$ cat config.mk
export PLATFORM = sky130hd
export DESIGN_NAME = rebinned_pdf_convolution_core
export DESIGN_NICKNAME = d
export VERILOG_FILES = /design/src/sv/rpc_pkg.sv /design/src/sv/rpc_store.sv /design/src/sv/rpc_datapath.sv /design/src/sv/rpc_ctrl.sv /design/src/sv/rebinned_pdf_convolution_core.sv
export SDC_FILE = /design/constraint.sdc
export NUM_CORES = 2
export LEC_CHECK = 0
export ABC_AREA = 0
export BUFFER_PORTS_ARGS = -buffer_cell sky130_fd_sc_hd__buf_2
export CAP_MARGIN = 15
export CORE_UTILIZATION = 50
export DETAILED_ROUTE_END_ITERATION = 12
export GPL_ROUTABILITY_DRIVEN = 0
export PLACE_DENSITY = 0.63
export RECOVER_POWER = 100
export SETUP_SLACK_MARGIN = 0.4
export SYNTH_ARGS = -nofsm -noshare
export SYNTH_HDL_FRONTEND = slang
export SYNTH_HIERARCHICAL = 1
export SYNTH_SLANG_ARGS = --single-unit
$ cat constraint.sdc
create_clock -name clk -period 11.05 [get_ports clk]
set_clock_uncertainty 0.05 [all_clocks]
set_input_delay 1.6575 -clock clk [delete_from_list [all_inputs] [get_ports clk]]
set_output_delay 1.6575 -clock clk [all_outputs]
set_load 0.05 [all_outputs]
$ cat src/sv/rpc_pkg.sv
// ----------------------------------------------------------------------------
// rpc_pkg
// Field widths, codes and controller/datapath interface types.
// ----------------------------------------------------------------------------
package rpc_pkg;

  localparam int FACTOR_W    = 7;
  localparam int SAMPLE_W    = 16;
  localparam int MASS_W      = 32;
  localparam int INDEX_W     = 6;
  localparam int KIND_W      = 2;
  localparam int CFG_INDEX_W = 2;

  localparam logic [KIND_W-1:0] KIND_LEFT  = 2'd0;
  localparam logic [KIND_W-1:0] KIND_RIGHT = 2'd1;
  localparam logic [KIND_W-1:0] KIND_GO    = 2'd2;

  localparam logic [CFG_INDEX_W-1:0] CFG_LEFT_FACTOR  = 2'd0;
  localparam logic [CFG_INDEX_W-1:0] CFG_RIGHT_FACTOR = 2'd1;

  typedef enum logic [1:0] {
    PUSH_EMPTY,
    PUSH_PASS,
    PUSH_CONV
  } push_kind_t;

  typedef struct packed {
    logic load;
    logic clear;
    logic rebin_start;
  } st_cmd_t;

  typedef struct packed {
    logic       load_l;
    logic       load_r;
    logic       clear;
    logic       rebin_start;
    logic       idx_clear;
    logic       term_issue;
    logic       next_out;
    logic       pass_next;
    logic       rd_conv;
    logic       push;
    push_kind_t push_kind;
  } dp_cmd_t;

  typedef struct packed {
    logic left_empty;
    logic right_empty;
    logic rebin_busy;
    logic i_at_hi;
    logic m_last;
    logic pass_last;
    logic out_free;
  } dp_sts_t;

endpackage

$ cat src/sv/rpc_store.sv
// ----------------------------------------------------------------------------
// rpc_store
// Sample memory of one operand with fill count and in-place rebin pass.
// ----------------------------------------------------------------------------
module rpc_store import rpc_pkg::*; #(
  parameter int MAX_BINS = 32
) (
  input  logic                         clk,
  input  logic                         rst_n,
  input  st_cmd_t                      cmd,
  input  logic [SAMPLE_W-1:0]          wdata,
  input  logic [FACTOR_W-1:0]          factor,
  input  logic [$clog2(MAX_BINS)-1:0]  rd_addr,
  output logic [SAMPLE_W-1:0]          rd_data,
  output logic [$clog2(MAX_BINS+1)-1:0] count,
  output logic [$clog2(MAX_BINS+1)-1:0] nbins,
  output logic                         busy,
  output logic                         full
);

  localparam int AW = $clog2(MAX_BINS);
  localparam int CW = $clog2(MAX_BINS + 1);

  logic [SAMPLE_W-1:0] mem [MAX_BINS];
  logic [SAMPLE_W-1:0] rd_data_r;
  logic [CW-1:0]       count_r;
  logic [CW-1:0]       nbins_r;
  logic                busy_r;
  logic                vld_r;
  logic [CW-1:0]       ptr_r;
  logic [CW-1:0]       bin_r;
  logic [FACTOR_W-1:0] grp_r;
  logic [SAMPLE_W-1:0] sum_r;

  logic [FACTOR_W-1:0] f_eff;
  logic [SAMPLE_W:0]   sum_ext;
  logic [SAMPLE_W-1:0] sum_sat;
  logic                data_last;
  logic                grp_end;
  logic                issue;
  logic                reb_wr;
  logic                load_ok;
  logic [AW-1:0]       rd_sel;

  always_comb begin
    f_eff     = (factor == '0) ? FACTOR_W'(1) : factor;
    sum_ext   = {1'b0, sum_r} + {1'b0, rd_data_r};
    sum_sat   = sum_ext[SAMPLE_W] ? '1 : sum_ext[SAMPLE_W-1:0];
    // data in flight belongs to index ptr_r-1
    data_last = (ptr_r == count_r);
    grp_end   = (grp_r == f_eff - FACTOR_W'(1)) || data_last;
    issue     = busy_r && (ptr_r != count_r);
    reb_wr    = busy_r && vld_r && grp_end;
    load_ok   = cmd.load && (count_r != CW'(MAX_BINS));
    rd_sel    = busy_r ? ptr_r[AW-1:0] : rd_addr;
  end

  // bin writes land at or below the sample just read, never on a pending read
  always_ff @(posedge clk) begin
    if (reb_wr) begin
      mem[bin_r[AW-1:0]] <= sum_sat;
    end else if (load_ok) begin
      mem[count_r[AW-1:0]] <= wdata;
    end
    rd_data_r <= mem[rd_sel];
  end

  always_ff @(posedge clk) begin
    if (!rst_n) begin
      count_r <= '0;
      busy_r  <= 1'b0;
      vld_r   <= 1'b0;
    end else begin
      if (cmd.clear) begin
        count_r <= '0;
      end else if (load_ok) begin
        count_r <= count_r + CW'(1);
      end
      if (cmd.rebin_start) begin
        busy_r <= 1'b1;
        vld_r  <= 1'b0;
      end else if (busy_r) begin
        vld_r <= issue;
        if (vld_r && data_last) begin
          busy_r <= 1'b0;
        end
      end
    end
  end

  always_ff @(posedge clk) begin
    if (cmd.rebin_start) begin
      ptr_r <= '0;
      grp_r <= '0;
      sum_r <= '0;
      bin_r <= '0;
    end else if (busy_r) begin
      if (issue) begin
        ptr_r <= ptr_r + CW'(1);
      end
      if (vld_r) begin
        if (grp_end) begin
          sum_r <= '0;
          grp_r <= '0;
          bin_r <= bin_r + CW'(1);
        end else begin
          sum_r <= sum_sat;
          grp_r <= grp_r + FACTOR_W'(1);
        end
        if (data_last) begin
          nbins_r <= bin_r + CW'(1);
        end
      end
    end
  end

  assign rd_data = rd_data_r;
  assign count   = count_r;
  assign nbins   = nbins_r;
  assign busy    = busy_r;
  assign full    = (count_r == CW'(MAX_BINS));

endmodule

$ cat src/sv/rpc_datapath.sv
// ----------------------------------------------------------------------------
// rpc_datapath
// Factor registers, both operand stores, index counters, multiply-accumulate
// and the result register.
// ----------------------------------------------------------------------------
module rpc_datapath import rpc_pkg::*; #(
  parameter int MAX_BINS = 32
) (
  input  logic                   clk,
  input  logic                   rst_n,
  input  dp_cmd_t                cmd,
  output dp_sts_t                sts,
  input  logic [SAMPLE_W-1:0]    in_sample_value,
  input  logic                   cfg_we,
  input  logic [CFG_INDEX_W-1:0] cfg_index,
  input  logic [FACTOR_W-1:0]    cfg_wdata,
  input  logic                   out_ready,
  output logic                   out_valid,
  output logic [INDEX_W-1:0]     out_bin_index,
  output logic [MASS_W-1:0]      out_mass,
  output logic                   out_overflow,
  output logic                   out_last
);

  localparam int AW = $clog2(MAX_BINS);
  localparam int CW = $clog2(MAX_BINS + 1);
  localparam int MW = $clog2(2 * MAX_BINS - 1);

  logic [FACTOR_W-1:0] left_factor_r;
  logic [FACTOR_W-1:0] right_factor_r;
  logic                dropped_r;

  st_cmd_t             l_cmd, r_cmd;
  logic [SAMPLE_W-1:0] l_rd, r_rd;
  logic [CW-1:0]       l_cnt, r_cnt, l_nb, r_nb;
  logic                l_busy, r_busy, l_full, r_full;
  logic [AW-1:0]       r_addr;

  logic [MW-1:0]       m_r;
  logic [AW-1:0]       i_r;
  logic [MW:0]         lo_t;
  logic [AW-1:0]       lo;
  logic [MW-1:0]       diff;
  logic [CW-1:0]       src_cnt;
  logic [SAMPLE_W-1:0] src_rd;
  logic                pass_last;
  logic                m_last;

  logic                v1_r, v2_r;
  logic [MASS_W-1:0]   prod_r;
  logic [MASS_W-1:0]   acc_r;
  logic                sat_r;
  logic [MASS_W:0]     acc_sum;

  logic                out_valid_r;
  logic [INDEX_W-1:0]  out_idx_r;
  logic [MASS_W-1:0]   out_mass_r;
  logic                out_ovf_r;
  logic                out_last_r;

  always_ff @(posedge clk) begin
    if (!rst_n) begin
      left_factor_r  <= FACTOR_W'(1);
      right_factor_r <= FACTOR_W'(1);
    end else if (cfg_we) begin
      case (cfg_index)
        CFG_LEFT_FACTOR:  left_factor_r  <= cfg_wdata;
        CFG_RIGHT_FACTOR: right_factor_r <= cfg_wdata;
        default: ;
      endcase
    end
  end

  always_ff @(posedge clk) begin
    if (!rst_n) begin
      dropped_r <= 1'b0;
    end else if (cmd.clear) begin
      dropped_r <= 1'b0;
    end else if ((cmd.load_l && l_full) || (cmd.load_r && r_full)) begin
      dropped_r <= 1'b1;
    end
  end

  always_comb begin
    l_cmd = '{load: cmd.load_l, clear: cmd.clear, rebin_start: cmd.rebin_start};
    r_cmd = '{load: cmd.load_r, clear: cmd.clear, rebin_start: cmd.rebin_start};
    diff   = m_r - MW'(i_r);
    r_addr = cmd.rd_conv ? AW'(diff) : i_r;
  end

  rpc_store #(.MAX_BINS(MAX_BINS)) u_left (
    .clk     (clk),
    .rst_n   (rst_n),
    .cmd     (l_cmd),
    .wdata   (in_sample_value),
    .factor  (left_factor_r),
    .rd_addr (i_r),
    .rd_data (l_rd),
    .count   (l_cnt),
    .nbins   (l_nb),
    .busy    (l_busy),
    .full    (l_full)
  );

  rpc_store #(.MAX_BINS(MAX_BINS)) u_right (
    .clk     (clk),
    .rst_n   (rst_n),
    .cmd     (r_cmd),
    .wdata   (in_sample_value),
    .factor  (right_factor_r),
    .rd_addr (r_addr),
    .rd_data (r_rd),
    .count   (r_cnt),
    .nbins   (r_nb),
    .busy    (r_busy),
    .full    (r_full)
  );

  always_comb begin
    // first left index of the next output bin: max(0, m+1 - (nr-1))
    lo_t = {1'b0, m_r} + (MW+1)'(2);
    lo   = (lo_t > (MW+1)'(r_nb)) ? AW'(lo_t - (MW+1)'(r_nb)) : '0;
    src_cnt   = (l_cnt == '0) ? r_cnt : l_cnt;
    src_rd    = (l_cnt == '0) ? r_rd : l_rd;
    pass_last = ((CW'(i_r) + CW'(1)) == src_cnt);
    m_last    = (m_r == (MW'(l_nb) + MW'(r_nb) - MW'(2)));
    acc_sum   = {1'b0, acc_r} + {1'b0, prod_r};
  end

  always_ff @(posedge clk) begin
    if (cmd.idx_clear) begin
      m_r <= '0;
      i_r <= '0;
    end else if (cmd.next_out) begin
      m_r <= m_r + MW'(1);
      i_r <= lo;
    end else if (cmd.term_issue || cmd.pass_next) begin
      i_r <= i_r + AW'(1);
    end
  end

  // read -> multiply -> accumulate
  always_ff @(posedge clk) begin
    if (!rst_n) begin
      v1_r <= 1'b0;
      v2_r <= 1'b0;
    end else begin
      v1_r <= cmd.term_issue;
      v2_r <= v1_r;
    end
  end

  always_ff @(posedge clk) begin
    if (v1_r) begin
      prod_r <= MASS_W'(l_rd) * MASS_W'(r_rd);
    end
    if (cmd.idx_clear || cmd.next_out) begin
      acc_r <= '0;
      sat_r <= 1'b0;
    end else if (v2_r) begin
      acc_r <= acc_sum[MASS_W-1:0];
      sat_r <= sat_r | acc_sum[MASS_W];
    end
  end

  always_ff @(posedge clk) begin
    if (!rst_n) begin
      out_valid_r <= 1'b0;
    end else if (cmd.push) begin
      out_valid_r <= 1'b1;
    end else if (out_ready) begin
      out_valid_r <= 1'b0;
    end
  end

  always_ff @(posedge clk) begin
    if (cmd.push) begin
      out_ovf_r <= dropped_r;
      case (cmd.push_kind)
        PUSH_PASS: begin
          out_idx_r  <= INDEX_W'(i_r);
          out_mass_r <= {src_rd, {SAMPLE_W{1'b0}}};
          out_last_r <= pass_last;
        end
        PUSH_CONV: begin
          out_idx_r  <= INDEX_W'(m_r);
          out_mass_r <= sat_r ? '1 : acc_r;
          out_last_r <= m_last;
        end
        default: begin
          out_idx_r  <= '0;
          out_mass_r <= '0;
          out_last_r <= 1'b1;
        end
      endcase
    end
  end

  always_comb begin
    sts.left_empty  = (l_cnt == '0);
    sts.right_empty = (r_cnt == '0);
    sts.rebin_busy  = l_busy || r_busy;
    sts.i_at_hi     = (MW'(i_r) == m_r) || ((CW'(i_r) + CW'(1)) == l_nb);
    sts.m_last      = m_last;
    sts.pass_last   = pass_last;
    sts.out_free    = !out_valid_r || out_ready;
  end

  assign out_valid     = out_valid_r;
  assign out_bin_index = out_idx_r;
  assign out_mass      = out_mass_r;
  assign out_overflow  = out_ovf_r;
  assign out_last      = out_last_r;

endmodule

$ cat src/sv/rpc_ctrl.sv
// ----------------------------------------------------------------------------
// rpc_ctrl
// Job sequencer: sample loads, rebin wait, convolution walk, pass-through
// and result hand-off.
// ----------------------------------------------------------------------------
module rpc_ctrl import rpc_pkg::*; (
  input  logic              clk,
  input  logic              rst_n,
  input  logic              in_valid,
  input  logic [KIND_W-1:0] in_kind,
  output logic              in_ready,
  output dp_cmd_t           cmd,
  input  dp_sts_t           sts
);

  typedef enum logic [3:0] {
    S_IDLE,
    S_REBIN,
    S_ISSUE,
    S_DRAIN1,
    S_DRAIN2,
    S_CONV_OUT,
    S_PASS_RD,
    S_PASS_OUT,
    S_EMPTY_OUT
  } state_t;

  state_t state_r, state_nxt;
  logic   accept;

  always_comb begin
    accept    = in_valid && (state_r == S_IDLE);
    state_nxt = state_r;
    cmd       = '0;
    cmd.push_kind = PUSH_EMPTY;
    case (state_r)
      S_IDLE: begin
        if (accept) begin
          case (in_kind)
            KIND_LEFT:  cmd.load_l = 1'b1;
            KIND_RIGHT: cmd.load_r = 1'b1;
            KIND_GO: begin
              cmd.idx_clear = 1'b1;
              if (sts.left_empty && sts.right_empty) begin
                state_nxt = S_EMPTY_OUT;
              end else if (sts.left_empty || sts.right_empty) begin
                state_nxt = S_PASS_RD;
              end else begin
                cmd.rebin_start = 1'b1;
                state_nxt       = S_REBIN;
              end
            end
            default: ;
          endcase
        end
      end
      S_REBIN: begin
        if (!sts.rebin_busy) begin
          state_nxt = S_ISSUE;
        end
      end
      S_ISSUE: begin
        cmd.term_issue = 1'b1;
        cmd.rd_conv    = 1'b1;
        if (sts.i_at_hi) begin
          state_nxt = S_DRAIN1;
        end
      end
      S_DRAIN1: state_nxt = S_DRAIN2;
      S_DRAIN2: state_nxt = S_CONV_OUT;
      S_CONV_OUT: begin
        if (sts.out_free) begin
          cmd.push      = 1'b1;
          cmd.push_kind = PUSH_CONV;
          if (sts.m_last) begin
            cmd.clear = 1'b1;
            state_nxt = S_IDLE;
          end else begin
            cmd.next_out = 1'b1;
            state_nxt    = S_ISSUE;
          end
        end
      end
      S_PASS_RD: state_nxt = S_PASS_OUT;
      S_PASS_OUT: begin
        if (sts.out_free) begin
          cmd.push      = 1'b1;
          cmd.push_kind = PUSH_PASS;
          if (sts.pass_last) begin
            cmd.clear = 1'b1;
            state_nxt = S_IDLE;
          end else begin
            cmd.pass_next = 1'b1;
            state_nxt     = S_PASS_RD;
          end
        end
      end
      S_EMPTY_OUT: begin
        if (sts.out_free) begin
          cmd.push      = 1'b1;
          cmd.push_kind = PUSH_EMPTY;
          cmd.clear     = 1'b1;
          state_nxt     = S_IDLE;
        end
      end
      default: state_nxt = S_IDLE;
    endcase
  end

  always_ff @(posedge clk) begin
    if (!rst_n) begin
      state_r <= S_IDLE;
    end else begin
      state_r <= state_nxt;
    end
  end

  assign in_ready = (state_r == S_IDLE);

endmodule

$ cat src/sv/rebinned_pdf_convolution_core.sv
// ----------------------------------------------------------------------------
// rebinned_pdf_convolution_core
// Rebinned linear convolution of two loaded probability histograms.
// ----------------------------------------------------------------------------
// Input channel (in_valid/in_ready): kind 0 and 1 load one Q0.16 sample into
// the left or right store, one beat per cycle; a sample beyond MAX_BINS is
// dropped and flags overflow. Kind 2 starts the job; kind 3 is ignored.
// Result channel (out_valid/out_ready): one beat per output bin, last on the
// final bin. Both stores empty gives one zero beat; one store empty streams
// the other's raw samples, each sample read before its beat is placed.
// With both stores loaded a job runs a rebin pass, then for each output bin
// m issues its terms (overlap of the two rebinned operands at m) through the
// single read port of each store into one 16x16 multiplier and a 32-bit
// saturating accumulator, drains them and places the result.
// The input is held off from the go beat until the last result is placed in
// the output register; loads for the next job are then taken while that
// result waits. A stalled receiver holds the sequencer in its output state.
// Reset (synchronous, rst_n low) empties both stores, clears the overflow
// flag and sets both factors to 1; no clearing pass is needed.
// ----------------------------------------------------------------------------
module rebinned_pdf_convolution_core import rpc_pkg::*; #(
  parameter int MAX_BINS = 32
) (
  input  logic                   clk,
  input  logic                   rst_n,
  input  logic                   in_valid,
  output logic                   in_ready,
  input  logic [KIND_W-1:0]      in_kind,
  input  logic [SAMPLE_W-1:0]    in_sample_value,
  output logic                   out_valid,
  input  logic                   out_ready,
  output logic [INDEX_W-1:0]     out_bin_index,
  output logic [MASS_W-1:0]      out_mass,
  output logic                   out_overflow,
  output logic                   out_last,
  input  logic                   cfg_we,
  input  logic [CFG_INDEX_W-1:0] cfg_index,
  input  logic [FACTOR_W-1:0]    cfg_wdata
);

  dp_cmd_t cmd;
  dp_sts_t sts;

  rpc_ctrl u_ctrl (
    .clk      (clk),
    .rst_n    (rst_n),
    .in_valid (in_valid),
    .in_kind  (in_kind),
    .in_ready (in_ready),
    .cmd      (cmd),
    .sts      (sts)
  );

  rpc_datapath #(.MAX_BINS(MAX_BINS)) u_dp (
    .clk             (clk),
    .rst_n           (rst_n),
    .cmd             (cmd),
    .sts             (sts),
    .in_sample_value (in_sample_value),
    .cfg_we          (cfg_we),
    .cfg_index       (cfg_index),
    .cfg_wdata       (cfg_wdata),
    .out_ready       (out_ready),
    .out_valid       (out_valid),
    .out_bin_index   (out_bin_index),
    .out_mass        (out_mass),
    .out_overflow    (out_overflow),
    .out_last        (out_last)
  );

endmodule

==> results_dict.tcl <==
set metrics [dict create \
    status "finished, violations left" \
    syn_area_um2 64200 \
    crit_slowest_cell "a31oi_1" \
    nNetsFinal 5212 \
    min_to "u_dp/u_right/sum_r[6]" \
    crit_chain "nor4_1 -> a21oi_1 -> ha_1 -> nor3b_1 -> xnor2_1 -> a2111oi_0 -> o2111ai_1 -> a21oi_4 -> clkbuf_1 -> nor2_1 -> a31oi_1" \
    dieArea_um2 130000 \
    start_kind "flip-flop" \
    yosysSeqAreaShare_pct 57.6 \
    ys_types 101 \
    cts_resized 0 \
    yosys_warnings 6 \
    clk_latency_ns 0.79 \
    drt_iter0_drc 3734 \
    numPortBuffers 73 \
    routed_wl_um 159000 \
    grt_max_degree 129 \
    ioPinCount 74 \
    yosys_register_bits 1292 \
    r2r_end "u_dp/u_right/mem[2][7]" \
    area_growth_pct 10.1 \
    rsz0062_at_grt "no" \
    num_vias 38500 \
    cts-hold-fix-buffers 0 \
    critPathMaxStageDelay_ns 2.40 \
    cts-root-buf "clkbuf_16" \
    cts_setup_buffers 0 \
    die_w_um 360 \
    drv_slew 882 \
    cts_inserted_buffers 139 \
    worstPathRequired_ns 11.08 \
    antenna_found_initial 3 \
    worstRegToRegCells 11 \
    slew-limit-headroom_pct -153 \
    synthesis.nets 5120 \
    cts_tree "yes" \
    grt_pass1_wl_um 240000 \
    row_count 131 \
    synth_edf_count 1108 \
    die_h_um 360 \
    grt_usage_pct 24.7 \
    coreArea_um2 127000 \
    nFillCells 10300 \
    cts_sinks 1292 \
    fin_crit_ns 8.20 \
    drcViolationCount 0 \
    syn_inst 4682 \
    htree_levels 4 \
    wire_per_inst_um 24.4 \
    max_clock_freq_mhz 122 \
    tightestPinTransition_ns 3.79 \
    synth_ff_type "edfxtp_1" \
    start_util_pct 50.4 \
    ctsLongestPathBuffers 3 \
    r2r-start "u_dp/right_factor_r[2]" \
    cts.clk_slew.worst_paths_ns 0.06 \
    synth_async_sr_flop_share_pct 0 \
    path_max_fanout 32 \
    syn_avg_cell_area_um2 13.7 \
    drtAntennaViolNets 0 \
    holdPathStages 2 \
    endpoint_kind "flip-flop" \
    first_pass_iters 7 \
    viasPerCell 5.89 \
    violations "max-capacitance violations, max-slew violations" \
    hold_class "flip-flop to flip-flop" \
    hold_start "u_dp/u_right/sum_r[6]" \
    path_class "flip-flop to flip-flop" \
    reg2reg_slack_ns 2.85 \
    setup_viol 0 \
    drive_above_1_share_pct 11.9 \
    first_global_vias 38300 \
    fin_setup_tns_ns 0 \
    gr-total-overflow 0 \
    fin_crit_sh_pct 74.2 \
    cp.arrival_ns 8.23 \
    maxCapViolCount 30 \
    dp_hpwl_um 105000 \
    hold_viol 0 \
]
## kinds of logic (layout without fill, tap and decap cells)
family	Yosys count	count (layout)	share of synthesized area [%]
xor gates and xnor gates	162	162	2.21
muxes	353	353	10.5
DFF	1292	1292	57.6
other	0	2	0
adders and majority gates	406	406	10.3
and+or+nand+nor	1353	1353	9.80
buffers and inverters	541	739	3.33
AOI/OAI and AO/OA	575	575	6.27
## sequential cells by signal, indices dropped and copies added, names as in the netlist, 7 cells and up
name,cells
u_dp/u_left/sum_r,16
u_dp/acc_r,32
u_dp/u_right/grp_r,7
u_dp/u_right/sum_r,16
u_dp/u_left/grp_r,7
u_dp/u_left/mem,512
u_dp/left_factor_r,7
u_dp/out_mass,32
u_dp/u_left/rd_data,16
u_dp/right_factor_r,7
u_dp/u_right/rd_data,16
u_dp/prod_r,32
u_dp/u_right/mem,512
## layer usage
layer	GRT usage, %	part of all wire, %	routed length (µm)	vias to the layer above
met4	7.54	2.4	3770	0
met1	35.1	43	68200	19500
met2	37.1	45	71600	1463
met5	0	0	0	-
li1	-	-	-	17400
met3	6.94	9.9	15900	207
## stage by stage
step                      area [µm²]  hold slack, ns  setup WS, ns  cells  utilization [%]
after detailed placement       66700           0.387          4.12   6293             52.4
after global routing           70600           0.427          2.40   6542             55.5
after CTS                      71200           0.411          4.16   6540             55.9
after floorplan                64200           0.359          4.61   4682                -
after global placement         66700           0.384          4.25   6293             52.4
final                          70700           0.407          2.85   6544             55.5
## layout make-up
type	count	area [µm²]	area share (%)
Antenna cell	2	5.00	0.00708
Clock buffer	191	3890	5.51
Timing Repair Buffer	178	853	1.21
Inverter	314	1180	1.67
Tap cell	1662	2080	2.94
Multi-Input combinational cell	2849	25100	35.5
Clock inverter	56	591	0.836
Sequential cell	1292	37000	52.3
## worst max path at each step
| stage | from | endpoint | slack (ns) | depth (start not counted) |
|---|---|---|---|---|
| finish | u_dp/right_factor_r[2] | u_dp/u_right/mem[2][7] | 2.85 | 11 |
| floorplan | u_dp/u_right/rd_data[9] | u_dp/prod_r[30] | 4.61 | 22 |
| global placement | u_dp/u_left/rd_data[1] | u_dp/prod_r[30] | 4.25 | 20 |
| CTS | u_dp/u_left/rd_data[13] | u_dp/prod_r[30] | 4.16 | 20 |
| global route | u_dp/right_factor_r[2] | u_dp/u_right/mem[2][7] | 2.40 | 11 |
| detailed placement | u_dp/u_left/rd_data[13] | u_dp/prod_r[30] | 4.12 | 20 |
## critical path: cells and delay by family (launching register included)
family                   cells  cell delay [ns]
AO/OA/AOI/OAI                5             4.15
buffers and inverters        1             1.34
AND/OR/NAND/NOR              3             1.12
XOR/XNOR                     1             0.14
flip-flops                   1             0.37
adder cells (fa/ha/maj)      1             0.32
## placed cells by master (no fill, tap or decap), drive strengths merged, types with 14 or more instances in the layout
cell and n:
or3 18, mux4 256, xor2 72, a31oi 16
dfxtp 184, nand2b 16, and3 23, buf 54
mux2 23, fa 200, o211ai 20, xnor2 90
nor2 233, mux2i 74, o31ai 14, nand4 23
o21ai 157, a21o 41, o21a 19, a22oi 17
nor2b 35, edfxtp 1108, a211oi 25, nor3 51
ha 206, and2 124, o21bai 19, a22o 22
clkbuf 315, nand2 552, clkinv 36, a21oi 140
inv 320, nand3 223
## Yosys cell counts (21+ instances only)
cell type	count	area, µm²
edfxtp_1	1108	33300
buf_1	31	116
a211oi_1	23	173
nor3_1	48	240
nand2_1	552	2070
nor2b_1	35	219
mux2_2	23	259
a22o_1	22	193
o21ai_0	148	741
nand3_1	222	1110
inv_1	313	1170
dfxtp_1	184	3680
and3_1	21	131
nand4_1	23	144
clkbuf_1	158	593
buf_2	24	120
fa_1	200	4000
ha_1	206	2580
mux2i_1	74	741
xor2_1	72	631
a21o_1	40	300
mux4_2	256	5770
a21oi_1	138	691
nor2_1	232	871
xnor2_1	90	788
and2_1	123	769
Power is not shown: default switching activity piles up to over one toggle a cycle in this logic, so the estimate is an artifact.
